[config.mk]
export PLATFORM = sky130hd
export DESIGN_NAME = double_ended_queue_top
export DESIGN_NICKNAME = d
export VERILOG_FILES = /design/src/rtl/core/deq_pkg.sv /design/src/rtl/core/deq_ctrl.sv /design/src/rtl/core/deq_dp.sv /design/src/rtl/core/double_ended_queue_top.sv
export SDC_FILE = /design/constraint.sdc
export NUM_CORES = 1
export LEC_CHECK = 0
export BUFFER_PORTS_ARGS = -buffer_cell sky130_fd_sc_hd__buf_2
export CORE_ASPECT_RATIO = 2
export CORE_MARGIN = 5
export CORE_UTILIZATION = 56
export DETAILED_ROUTE_END_ITERATION = 10
export PLACE_DENSITY = 0.8
export SLEW_MARGIN = 20
export SYNTH_ARGS = -nofsm -noshare
export SYNTH_HDL_FRONTEND = slang
export SYNTH_SLANG_ARGS = --single-unit
[constraint.sdc]
create_clock -name clk -period 4.8 [get_ports clk]
set_input_delay 0.96 -clock clk [delete_from_list [all_inputs] [get_ports clk]]
set_output_delay 0.96 -clock clk [all_outputs]
set_load 0.05 [all_outputs]
[src/rtl/core/deq_pkg.sv]
`timescale 1ns / 1ps
`default_nettype none

package deq_pkg;

	localparam int DEPTH_DEF = 16;
	localparam int WORD_W    = 32;
	localparam int OP_W      = 3;
	localparam int STATUS_W  = 2;

	typedef enum logic [OP_W-1:0] {
		OP_PUSH_FRONT = 3'd0,
		OP_PUSH_BACK  = 3'd1,
		OP_POP_FRONT  = 3'd2,
		OP_POP_BACK   = 3'd3,
		OP_LIST       = 3'd4
	} op_t;

	typedef enum logic [STATUS_W-1:0] {
		STAT_OK    = 2'd0,
		STAT_EMPTY = 2'd1,
		STAT_FULL  = 2'd2
	} status_t;

	typedef enum logic [1:0] {
		S_IDLE,
		S_POP_OUT,
		S_LIST_OUT
	} state_t;

	typedef enum logic [2:0] {
		MOP_NONE,
		MOP_PUSH_FRONT,
		MOP_PUSH_BACK,
		MOP_POP_FRONT,
		MOP_POP_BACK,
		MOP_LIST_FIRST,
		MOP_LIST_NEXT
	} mem_op_t;

	// controller -> datapath
	typedef struct packed {
		mem_op_t mem_op;
		logic    out_load;
		logic    out_from_mem;
		status_t out_status;
		logic    out_last;
	} cmd_t;

	// datapath -> controller
	typedef struct packed {
		logic empty;
		logic full;
		logic out_free;
		logic list_final;
	} stat_t;

endpackage

`default_nettype wire

[src/rtl/core/deq_ctrl.sv]
`timescale 1ns / 1ps
`default_nettype none

module deq_ctrl (
	input  wire logic                        clk,
	input  wire logic                        arst_n,
	input  wire logic                        in_valid,
	output logic                             in_stall,
	input  wire logic [deq_pkg::OP_W-1:0]    operation,
	input  wire deq_pkg::stat_t              stat,
	output deq_pkg::cmd_t                    cmd
);

	deq_pkg::state_t state_q;
	deq_pkg::state_t state_d;

	always_ff @(posedge clk or negedge arst_n) begin
		if (!arst_n) begin
			state_q <= deq_pkg::S_IDLE;
		end else begin
			state_q <= state_d;
		end
	end

	always_comb begin
		state_d          = state_q;
		in_stall         = 1'b1;
		cmd.mem_op       = deq_pkg::MOP_NONE;
		cmd.out_load     = 1'b0;
		cmd.out_from_mem = 1'b0;
		cmd.out_status   = deq_pkg::STAT_OK;
		cmd.out_last     = 1'b1;
		unique case (state_q)
			deq_pkg::S_IDLE: begin
				in_stall = !stat.out_free;
				if (in_valid && stat.out_free) begin
					unique case (operation)
						deq_pkg::OP_PUSH_FRONT, deq_pkg::OP_PUSH_BACK: begin
							cmd.out_load = 1'b1;
							if (stat.full) begin
								cmd.out_status = deq_pkg::STAT_FULL;
							end else if (operation == deq_pkg::OP_PUSH_FRONT) begin
								cmd.mem_op = deq_pkg::MOP_PUSH_FRONT;
							end else begin
								cmd.mem_op = deq_pkg::MOP_PUSH_BACK;
							end
						end
						deq_pkg::OP_POP_FRONT, deq_pkg::OP_POP_BACK: begin
							if (stat.empty) begin
								cmd.out_load   = 1'b1;
								cmd.out_status = deq_pkg::STAT_EMPTY;
							end else begin
								cmd.mem_op = (operation == deq_pkg::OP_POP_FRONT) ?
									deq_pkg::MOP_POP_FRONT : deq_pkg::MOP_POP_BACK;
								state_d = deq_pkg::S_POP_OUT;
							end
						end
						deq_pkg::OP_LIST: begin
							if (stat.empty) begin
								cmd.out_load   = 1'b1;
								cmd.out_status = deq_pkg::STAT_EMPTY;
							end else begin
								cmd.mem_op = deq_pkg::MOP_LIST_FIRST;
								state_d    = deq_pkg::S_LIST_OUT;
							end
						end
						default: begin
							// unused codes: drop silently
						end
					endcase
				end
			end
			deq_pkg::S_POP_OUT: begin
				if (stat.out_free) begin
					cmd.out_load     = 1'b1;
					cmd.out_from_mem = 1'b1;
					state_d          = deq_pkg::S_IDLE;
				end
			end
			deq_pkg::S_LIST_OUT: begin
				if (stat.out_free) begin
					cmd.out_load     = 1'b1;
					cmd.out_from_mem = 1'b1;
					cmd.out_last     = stat.list_final;
					if (stat.list_final) begin
						state_d = deq_pkg::S_IDLE;
					end else begin
						cmd.mem_op = deq_pkg::MOP_LIST_NEXT;
					end
				end
			end
			default: begin
				state_d = deq_pkg::S_IDLE;
			end
		endcase
	end

endmodule

`default_nettype wire

[src/rtl/core/deq_dp.sv]
`timescale 1ns / 1ps
`default_nettype none

module deq_dp #(
	parameter int DEPTH = deq_pkg::DEPTH_DEF
) (
	input  wire logic                             clk,
	input  wire logic                             arst_n,
	input  wire logic signed [deq_pkg::WORD_W-1:0] value,
	input  wire deq_pkg::cmd_t                    cmd,
	output deq_pkg::stat_t                        stat,
	output logic                                  out_valid,
	input  wire logic                             out_stall,
	output deq_pkg::status_t                      status,
	output logic signed [deq_pkg::WORD_W-1:0]     word,
	output logic                                  last
);

	localparam int AW = $clog2(DEPTH);
	localparam int CW = $clog2(DEPTH + 1);
	localparam logic [AW-1:0] LAST_IDX = AW'(DEPTH - 1);

	logic [deq_pkg::WORD_W-1:0] mem [DEPTH];
	logic [deq_pkg::WORD_W-1:0] rd_data_q;

	logic [AW-1:0] front_q;
	logic [AW-1:0] tail_q;     // slot the next back push lands in
	logic [CW-1:0] count_q;
	logic [AW-1:0] walk_q;
	logic [CW-1:0] left_q;

	logic out_valid_q;
	deq_pkg::status_t status_q;
	logic [deq_pkg::WORD_W-1:0] word_q;
	logic last_q;

	logic [AW-1:0] front_inc, front_dec, tail_inc, tail_dec, walk_inc;
	logic          wr_en, rd_en;
	logic [AW-1:0] wr_addr, rd_addr;

	assign front_inc = (front_q == LAST_IDX) ? '0 : front_q + AW'(1);
	assign front_dec = (front_q == '0) ? LAST_IDX : front_q - AW'(1);
	assign tail_inc  = (tail_q == LAST_IDX) ? '0 : tail_q + AW'(1);
	assign tail_dec  = (tail_q == '0) ? LAST_IDX : tail_q - AW'(1);
	assign walk_inc  = (walk_q == LAST_IDX) ? '0 : walk_q + AW'(1);

	always_comb begin
		wr_en   = 1'b0;
		rd_en   = 1'b0;
		wr_addr = tail_q;
		rd_addr = front_q;
		unique case (cmd.mem_op)
			deq_pkg::MOP_PUSH_FRONT: begin
				wr_en   = 1'b1;
				wr_addr = front_dec;
			end
			deq_pkg::MOP_PUSH_BACK: begin
				wr_en = 1'b1;
			end
			deq_pkg::MOP_POP_FRONT, deq_pkg::MOP_LIST_FIRST: begin
				rd_en = 1'b1;
			end
			deq_pkg::MOP_POP_BACK: begin
				rd_en   = 1'b1;
				rd_addr = tail_dec;
			end
			deq_pkg::MOP_LIST_NEXT: begin
				rd_en   = 1'b1;
				rd_addr = walk_q;
			end
			default: begin
			end
		endcase
	end

	always_ff @(posedge clk) begin
		if (wr_en) begin
			mem[wr_addr] <= value;
		end
		if (rd_en) begin
			rd_data_q <= mem[rd_addr];
		end
	end

	always_ff @(posedge clk or negedge arst_n) begin
		if (!arst_n) begin
			front_q <= '0;
			tail_q  <= '0;
			count_q <= '0;
			walk_q  <= '0;
			left_q  <= '0;
		end else begin
			unique case (cmd.mem_op)
				deq_pkg::MOP_PUSH_FRONT: begin
					front_q <= front_dec;
					count_q <= count_q + CW'(1);
				end
				deq_pkg::MOP_PUSH_BACK: begin
					tail_q  <= tail_inc;
					count_q <= count_q + CW'(1);
				end
				deq_pkg::MOP_POP_FRONT: begin
					front_q <= front_inc;
					count_q <= count_q - CW'(1);
				end
				deq_pkg::MOP_POP_BACK: begin
					tail_q  <= tail_dec;
					count_q <= count_q - CW'(1);
				end
				deq_pkg::MOP_LIST_FIRST: begin
					walk_q <= front_inc;
					left_q <= count_q;
				end
				deq_pkg::MOP_LIST_NEXT: begin
					walk_q <= walk_inc;
					left_q <= left_q - CW'(1);
				end
				default: begin
				end
			endcase
		end
	end

	always_ff @(posedge clk or negedge arst_n) begin
		if (!arst_n) begin
			out_valid_q <= 1'b0;
		end else if (cmd.out_load) begin
			out_valid_q <= 1'b1;
		end else if (!out_stall) begin
			out_valid_q <= 1'b0;
		end
	end

	always_ff @(posedge clk) begin
		if (cmd.out_load) begin
			status_q <= cmd.out_status;
			word_q   <= cmd.out_from_mem ? rd_data_q : '0;
			last_q   <= cmd.out_last;
		end
	end

	assign stat.empty      = (count_q == '0);
	assign stat.full       = (count_q == CW'(DEPTH));
	assign stat.out_free   = !out_valid_q || !out_stall;
	assign stat.list_final = (left_q == CW'(1));

	assign out_valid = out_valid_q;
	assign status    = status_q;
	assign word      = word_q;
	assign last      = last_q;

endmodule

`default_nettype wire

[src/rtl/core/double_ended_queue_top.sv]
`timescale 1ns / 1ps
`default_nettype none

// Channel  Direction  Handshake           Payload
// in       sink       in_valid/in_stall   operation[2:0], value[31:0] signed
// out      source     out_valid/out_stall status[1:0], word[31:0] signed, last
//
// Push: the ring buffer is written at the transfer edge.
// Pop: the word passes through the registered memory read port and then the
//   output register, which a stalled output holds off. Listing: one memory
//   read per stored word, all through the single memory read port.
// Reset clears the pointers, the fill count and the output valid; the slots
//   themselves are not cleared. A stalled output holds and backs up the input.

module double_ended_queue_top #(
	parameter int DEPTH = deq_pkg::DEPTH_DEF
) (
	input  wire logic                              clk,
	input  wire logic                              arst_n,
	input  wire logic                              in_valid,
	output logic                                   in_stall,
	input  wire logic [deq_pkg::OP_W-1:0]          operation,
	input  wire logic signed [deq_pkg::WORD_W-1:0] value,
	output logic                                   out_valid,
	input  wire logic                              out_stall,
	output logic [deq_pkg::STATUS_W-1:0]           status,
	output logic signed [deq_pkg::WORD_W-1:0]      word,
	output logic                                   last
);

	deq_pkg::cmd_t    cmd;
	deq_pkg::stat_t   stat;
	deq_pkg::status_t status_e;

	// Sequencer: decodes each transfer and walks pops and listings out.
	deq_ctrl u_ctrl (
		.clk       (clk),
		.arst_n    (arst_n),
		.in_valid  (in_valid),
		.in_stall  (in_stall),
		.operation (operation),
		.stat      (stat),
		.cmd       (cmd)
	);

	// Ring buffer, front/tail pointers, fill count, list walker, output register.
	deq_dp #(
		.DEPTH (DEPTH)
	) u_dp (
		.clk       (clk),
		.arst_n    (arst_n),
		.value     (value),
		.cmd       (cmd),
		.stat      (stat),
		.out_valid (out_valid),
		.out_stall (out_stall),
		.status    (status_e),
		.word      (word),
		.last      (last)
	);

	assign status = status_e;

	// The queue can never be both empty and full.
	a_not_empty_and_full: assert property (@(posedge clk) disable iff (!arst_n)
		!(stat.empty && stat.full))
		else $error("queue flagged empty and full at once");

	// A push that fits answers OK on the very next cycle.
	a_push_ok: assert property (@(posedge clk) disable iff (!arst_n)
		(in_valid && !in_stall && !stat.full &&
		 (operation == deq_pkg::OP_PUSH_FRONT || operation == deq_pkg::OP_PUSH_BACK))
		|=> (out_valid && status == deq_pkg::STAT_OK && last))
		else $error("push did not answer OK");

	// A listing of a non-empty queue holds off the next transfer.
	a_list_blocks: assert property (@(posedge clk) disable iff (!arst_n)
		(in_valid && !in_stall && !stat.empty && operation == deq_pkg::OP_LIST)
		|=> in_stall)
		else $error("input taken during a listing");

endmodule

`default_nettype wire
==> results of run 1 <==
## critical path, cell delays in order, from the launching register on
cell	delay, ps
dfrtp_1	400
inv_1	90
ha_1	160
or4b_1	480
and3_1	310
a31o_4	280
or3_1	400
a31oi_4	210
buf_12	230
buf_12	290
mux2i_1	300
o22a_1	180
o221ai_1	120
or3_1	430
## power by group through the flow
stage,combinational (mW),sequential (mW),clock (mW)
after floorplan,3.25,7.16,0
after global placement,4.94,6.81,0
after detailed placement,5.08,6.83,0
after CTS,5.11,6.72,4.05
after global routing,5.43,6.77,4.25
final,5.10,6.72,3.99
## final cells by class
type | count | share of cell area
inverter | 19 | 0.00262
tap | 545 | 0.0251
sequential | 604 | 0.662
clock inverter | 28 | 0.0121
clock buffer | 60 | 0.0466
timing repair buffer | 126 | 0.0389
multi-input combinational | 715 | 0.212
antenna | 2 | 0.000184
## placed cells by master (no fill, tap or decap), types with 4 or more instances in the layout
master,count
o22a_1,33
a211oi_1,5
mux2i_1,258
inv_1,17
a21oi_1,33
and2_1,35
clkbuf_16,49
nor2_1,28
and3_1,5
nand2_1,29
a21o_1,4
bufinv_16,6
nor3b_1,4
or3_1,33
o221ai_1,32
o21ai_1,4
buf_12,24
buf_4,27
a31oi_1,8
nand3_1,6
edfxtp_1,579
nor2_4,15
nor3_1,12
buf_2,75
nand2b_1,6
dfrtp_1,25
o22ai_1,67
clkinv_1,9
xnor2_1,7
clkinv_2,8
o21ai_0,31
ha_1,16
clkbuf_1,11
## flip-flops by register name, summed over array words and instances (netlist names)
name            cells
u_dp.count_q        5
u_dp.status         2
u_dp.word          32
u_ctrl.state_q      2
u_dp.tail_q         4
u_dp.rd_data_q     32
u_dp.mem          512
u_dp.last           1
u_dp.front_q        4
u_dp.left_q         5
u_dp.walk_q         4
u_dp.out_valid      1
## metrics by stage
step,power [mW],cells,area [um2]
after floorplan,10.4,1411,24100
after global placement,11.8,2009,25600
after detailed placement,11.9,2009,25600
after CTS,15.9,2097,27200
after global routing,16.4,2099,27200
final,15.8,2099,27200
## worst paths after layout
check	from	end	cells past startpoint
setup / recovery	u_dp.left_q[1]	u_dp.rd_data_q[14]	13
hold / removal	arst_n	u_dp.tail_q[3]	1
setup reg to reg	u_dp.left_q[1]	u_dp.rd_data_q[14]	13
hold reg to reg	u_dp.out_valid	u_dp.out_valid	1
max in group asynchronous	arst_n	u_dp.count_q[2]	1
min in group clk	u_dp.out_valid	u_dp.out_valid	1
## kinds of logic (layout without fill, tap and decap cells)
kind of cell,after synthesis,in the layout,share of synthesized area
AO/OA/AOI/OAI,241,241,0.0717
XOR/XNOR,8,8,0.00290
adder cells (fa/ha/maj),17,17,0.00913
buffers and inverters,92,233,0.0203
flip-flops,604,604,0.747
multiplexers,259,259,0.108
other,0,2,0
AND/OR/NAND/NOR,190,190,0.0417
## layer usage
metal	vias up	share of wire	routed length, um
met3	140	0.059	3190
met2	549	0.55	29800
met4	0	0.043	2360
met1	6706	0.35	19000
met5	-	0	0
li1	5814	-	-
==> metrics.md, run 1 <==
| Metric | Value |
|---|---|
| Post-synth top cells | `579 x edfxtp_1, 258 x mux2i_1, 67 x o22ai_1, 44 x nor2_1, 35 x and2_1` |
| DRC violation total after the first TritonRoute iteration | `1347` |
| Congestion Overflow GR | `0` |
| Number of global-route vias before repair | `around 14k` |
| Synth area leaders | `edfxtp_1 72%, mux2i_1 11%, dfrtp_1 2.6%` |
| Power Density | `582 mW/mm2` |
| Critical Path RT | `5110 ps` |
| WL/cell | `25.9 um` |
| Gate power share | `0.323` |
| Antenna violations before repair | `4` |
| H-tree Lvls | `2` |
| Cell leakage power | `around 9.3 nW` |
| First-pass GRT wire length | `80800 um` |
| Switching share of total power | `0.331` |
| Internal power | `10.6 mW` |
| Slack of the critical path | `~610 ps` |
| Sequential share of power | `0.425` |
| Worst-path fanout max | `42` |
| Peak supply drop | `0.348 mV` |
| Post-route ant nets | `0` |
| Total negative slack | `0 ps` |
| Pre-CTS WS | `between 200 and 300 ps` |
| Busiest grt layer | `met2` |
| Final net count | `1570` |
| Final Routed Wirelength | `54300 um` |
| Setup crit end kind | `flip-flop` |
| Final Hold Viols | `0` |
| Setup repair bufs after CTS | `0` |
| Die area | `0.0476 mm2` |
| Routed vias/inst | `around 6.3` |
| Worst skew pair latency | `between 500 and 600 ps` |
| Multi-input logic area | `0.00577 mm2` |
| Register area | `0.0180 mm2` |
| Post-synth ARST share | `0.0414` |
| Initial Util | `0.567` |
| Yosys top cell area share | `0.721` |
| Port bufs | `75` |
| Critical path type | `reg2reg` |
| Gate Count Post-Synth | `approximately 1.4k` |
| # rows | `107` |
| Worst hold slack | `383 ps` |
| Net Sw Power | `5.23 mW` |
| Biggest area consumer among synthesized cells | `edfxtp_1` |
| Met2 Usage GRT | `0.423` |
| Fillers | `2887` |
| Critical Path AT | `4500 ps` |
| Top_reg_cell synth | `edfxtp_1` |
| Seq cells post-synth | `604` |
| Worst slew pin tran | `940 ps` |
| Total clock sinks | `just over 600` |
| Met3 track demand over resource | `0.0255` |
| Min Tclk post-route | `approximately 4200 ps` |
| Remaining DRCs | `0` |
| Inserted Clock Buffers | `48` |
| Layout area overhead | `12.8%` |
| Relative slew slack | `0.374` |
| Final period utilization | `0.873` |
| CTS tree | `done` |
| Max-capacitance violation count | `0` |
| Post-cts sizing count | `0` |
| Net Count, Synth | `1467` |
| Final setup fails | `0` |
| Fraction of layout cells with a size suffix above 1 | `0.146` |
| Max clock buf depth | `3` |
| Die width | `157 um` |
| Met1 Usage GRT | `0.260` |
| CTS Root Cell | `clkbuf_16` |
| Achievable Freq | `239 MHz` |
| Worst Hold Class | `in2async` |
| Final-report max-slew violation count | `0` |
| Detail Placement HPWL | `about 30000 um` |
| Clock share of power | `0.252` |
| Most frequent cell after synthesis | `edfxtp_1` |
| Worst Skew | `approximately 22 ps` |
| Largest net degree at the start of global routing | `51` |
| Status | `completed` |
| Post-Route Utilization | `0.639` |
| DR vias | `13.2k` |
| Drt pass-1 iters | `8` |
| EDFF count, synth | `579` |
| Synth Cell Area | `0.0241 mm2` |
| YS warnings | `0` |
| Worst reg-to-reg setup slack | `610 ps` |
| Core Area | `0.0426 mm2` |
| CTS Hold Buffers Added | `0` |
| Unrepaired setup endpoints after global routing | `no` |
| Vert. Die Dim | `slightly above 300 um` |
| CP startpoint kind | `flip-flop` |
| GRT Overall Usage | `0.228` |
| Sequential area share after synthesis | `0.747` |
| Distinct cells, synth | `61` |
| Ports | `76` |
| Clk slew on worst S/H paths | `70 ps` |
| GPL Wtd Cong | `just over 0.9` |
| Syn avg cell area | `17.1 um2` |
Power figures use the tool's default switching activity.
==> run 2: changes to the inputs <==
--- a/config.mk
+++ b/config.mk
@@ -9,6 +9,7 @@
 export CORE_ASPECT_RATIO = 2
 export CORE_MARGIN = 5
 export CORE_UTILIZATION = 56
+export CTS_BUF_LIST = sky130_fd_sc_hd__clkbuf_4 sky130_fd_sc_hd__clkbuf_8 sky130_fd_sc_hd__clkbuf_16
 export DETAILED_ROUTE_END_ITERATION = 10
 export PLACE_DENSITY = 0.8
 export SLEW_MARGIN = 20
==> run 2 against run 1 <==
Against the previous run:
- routed wire length about the same
- maximum frequency up 0.15%
- clock-buffer cell count is the same
- highest routed layer unchanged
- largest power group unchanged
- largest cell class unchanged
- critical path depth unchanged
- die area stayed put
- non-clock buffer count unchanged
- power is 0.46% higher
- utilization rose by 0.097 points
- first-iteration DRC count shrank 3.1%
- setup slack improved by 6.4 ps
==> metrics.md, run 2 (synthesis gave the netlist of run 1 again) <==
| Metric | Value |
|---|---|
| Top reg by flops | `u_dp.mem` |
| Vert. Die Dim | `304 um` |
| Detail Placement HPWL | `30300 um` |
| Reg2reg end | `u_dp.rd_data_q[14]` |
| Worst Setup EP | `u_dp.rd_data_q[14]` |
| Post-Route Utilization | `0.640` |
| Final-report max-slew violation count | `0` |
| Slowest-stage cell, CP | `or4b_1` |
| Core Area | `0.0426 mm2` |
| Setup repair bufs after CTS | `0` |
| Max-capacitance violation count | `0` |
| Worst slew pin tran | `roughly 940 ps` |
| Worst Hold Class | `in2async` |
| Fillers | `2877` |
| DRC violation total after the first TritonRoute iteration | `1305` |
| Placement Cell Area | `0.0256 mm2` |
| Die area | `between 0.04 and 0.05 mm2` |
| CTS Root Cell | `clkbuf_16` |
| Final setup fails | `0` |
| Worst-path fanout max | `42` |
| Critical Path AT | `4500 ps` |
| Total clock sinks | `604` |
| Multi-input logic area | `0.00577 mm2` |
| GRT Overall Usage | `0.228` |
| Remaining DRCs | `0` |
| Design area | `0.0272 mm2` |
| Routed vias/inst | `6.29` |
| Max clock buf depth | `3` |
| Drt pass-1 iters | `5` |
| Layout area overhead | `12.9%` |
| Cell leakage power | `9.31 nW` |
| Clk slew on worst S/H paths | `70 ps` |
| Congestion Overflow GR | `0` |
| # rows | `roughly 110` |
| Achievable Freq | `~240 MHz` |
| Commonest cells after routing, fill and taps aside | `579 x edfxtp_1, 258 x mux2i_1, 75 x buf_2, 67 x o22ai_1, 49 x clkbuf_16` |
| Power Density | `584 mW/mm2` |
| Final cell count without fillers | `2099` |
| Unrepaired setup endpoints after global routing | `no` |
| Critical Path Start | `u_dp.left_q[1]` |
| Most common cell after layout, fill and taps aside | `edfxtp_1` |
| Crit-path cells | `inv_1, ha_1, or4b_1, and3_1, a31o_4, or3_1, a31oi_4, buf_12, buf_12, mux2i_1, o22a_1, o221ai_1, or3_1` |
| Max reg flops | `512` |
| WL/cell | `25.9 um` |
| Final Hold Viols | `0` |
| Setup crit end kind | `flip-flop` |
| First-pass GRT wire length | `80900 um` |
| Reg2Reg Depth | `13` |
| Total negative slack | `0 ps` |
| Post-route ant nets | `0` |
| Final period utilization | `0.872` |
| Inserted Clock Buffers | `48` |
| Critical path type | `reg2reg` |
| Status | `completed` |
| Register area | `about 0.018 mm2` |
| Largest net degree at the start of global routing | `51` |
| Cell total after placement | `roughly 2.0k` |
| Initial Util | `0.567` |
| Worst skew pair latency | `590 ps` |
| Port bufs | `75` |
| Relative slew slack | `0.376` |
| Worst reg-to-reg setup slack | `roughly 620 ps` |
| CTS tree | `done` |
| Ports | `76` |
| Final Routed Wirelength | `54300 um` |
| Antenna violations before repair | `4` |
| Post-cts sizing count | `0` |
| Min Tclk post-route | `4180 ps` |
| CTS Hold Buffers Added | `0` |
| R2r startpoint | `u_dp.left_q[1]` |
| Peak supply drop | `0.352 mV` |
| Critical Path RT | `roughly 5100 ps` |
| Crit-path max cell delay | `480 ps` |
| DR vias | `13.2k` |
| Final net count | `~1.6k` |
| GPL Wtd Cong | `0.921` |
| CP startpoint kind | `flip-flop` |
| Fraction of layout cells with a size suffix above 1 | `0.153` |
| H-tree Lvls | `2` |
| Worst Skew | `20.7 ps` |
| Number of global-route vias before repair | `13.7k` |
| Die width | `157 um` |
-- run 2: cell counts in the layout (fill, tap and decap cells not counted) --
Identical to the previous run, type by type.
-- run 2: worst max-delay path: cells and delay by family, from the launching register on --
family / cells / cell delay [ps]
fa+ha+maj: 1 / 160
flops: 1 / 400
buf+inv: 3 / 630
simple gates: 4 / 1620
compound gates: 4 / 780
mux: 1 / 290
-- run 2: worst min path at each step --
| stage | from | cells past startpoint | endpoint | slack, ps |
|---|---|---|---|---|
| floorplan | u_dp.left_q[1] | 2 | u_dp.left_q[1] | 470 |
| global placement | u_dp.out_valid | 1 | u_dp.out_valid | 480 |
| detailed placement | u_dp.out_valid | 1 | u_dp.out_valid | 490 |
| CTS | arst_n | 1 | u_dp.tail_q[3] | 390 |
| global route | arst_n | 1 | u_dp.tail_q[3] | 420 |
| finish | arst_n | 1 | u_dp.tail_q[3] | 380 |
-- run 2: area by class of cell --
class / count / area share
Antenna cell: 2 / 0.000184
Clock buffer: 60 / 0.0480
Clock inverter: 28 / 0.0121
Inverter: 19 / 0.00262
Multi-Input combinational cell: 715 / 0.212
Sequential cell: 604 / 0.661
Tap cell: 545 / 0.0250
Timing Repair Buffer: 126 / 0.0389
-- run 2: metal layers --
layer	up-vias	GRT usage	wire length (um)
met5	-	0	0
met4	0	0.103	2470
met3	158	0.0272	3200
met2	577	0.425	29800
met1	6646	0.260	18800
li1	5823	-	-
-- run 2: per-stage QoR --
step                setup slack [ps]  power (mW)  hold slack [ps]
floorplan                      -45.3        10.4              472
global placement                 420        11.8              481
detailed placement               292        11.9              488
CTS                              602        15.9              389
global route                     448        16.5              418
finish                           616        15.9              382
-- run 2: where the power goes --
| part | internal, mW | switching, mW | leakage, nW |
|---|---|---|---|
| Sequential | 6.46 | 0.270 | 5.54 |
| Clock | 2.28 | 1.78 | 0.814 |
| Combinational | 1.92 | 3.19 | 2.95 |
| Total | 10.7 | 5.24 | 9.31 |
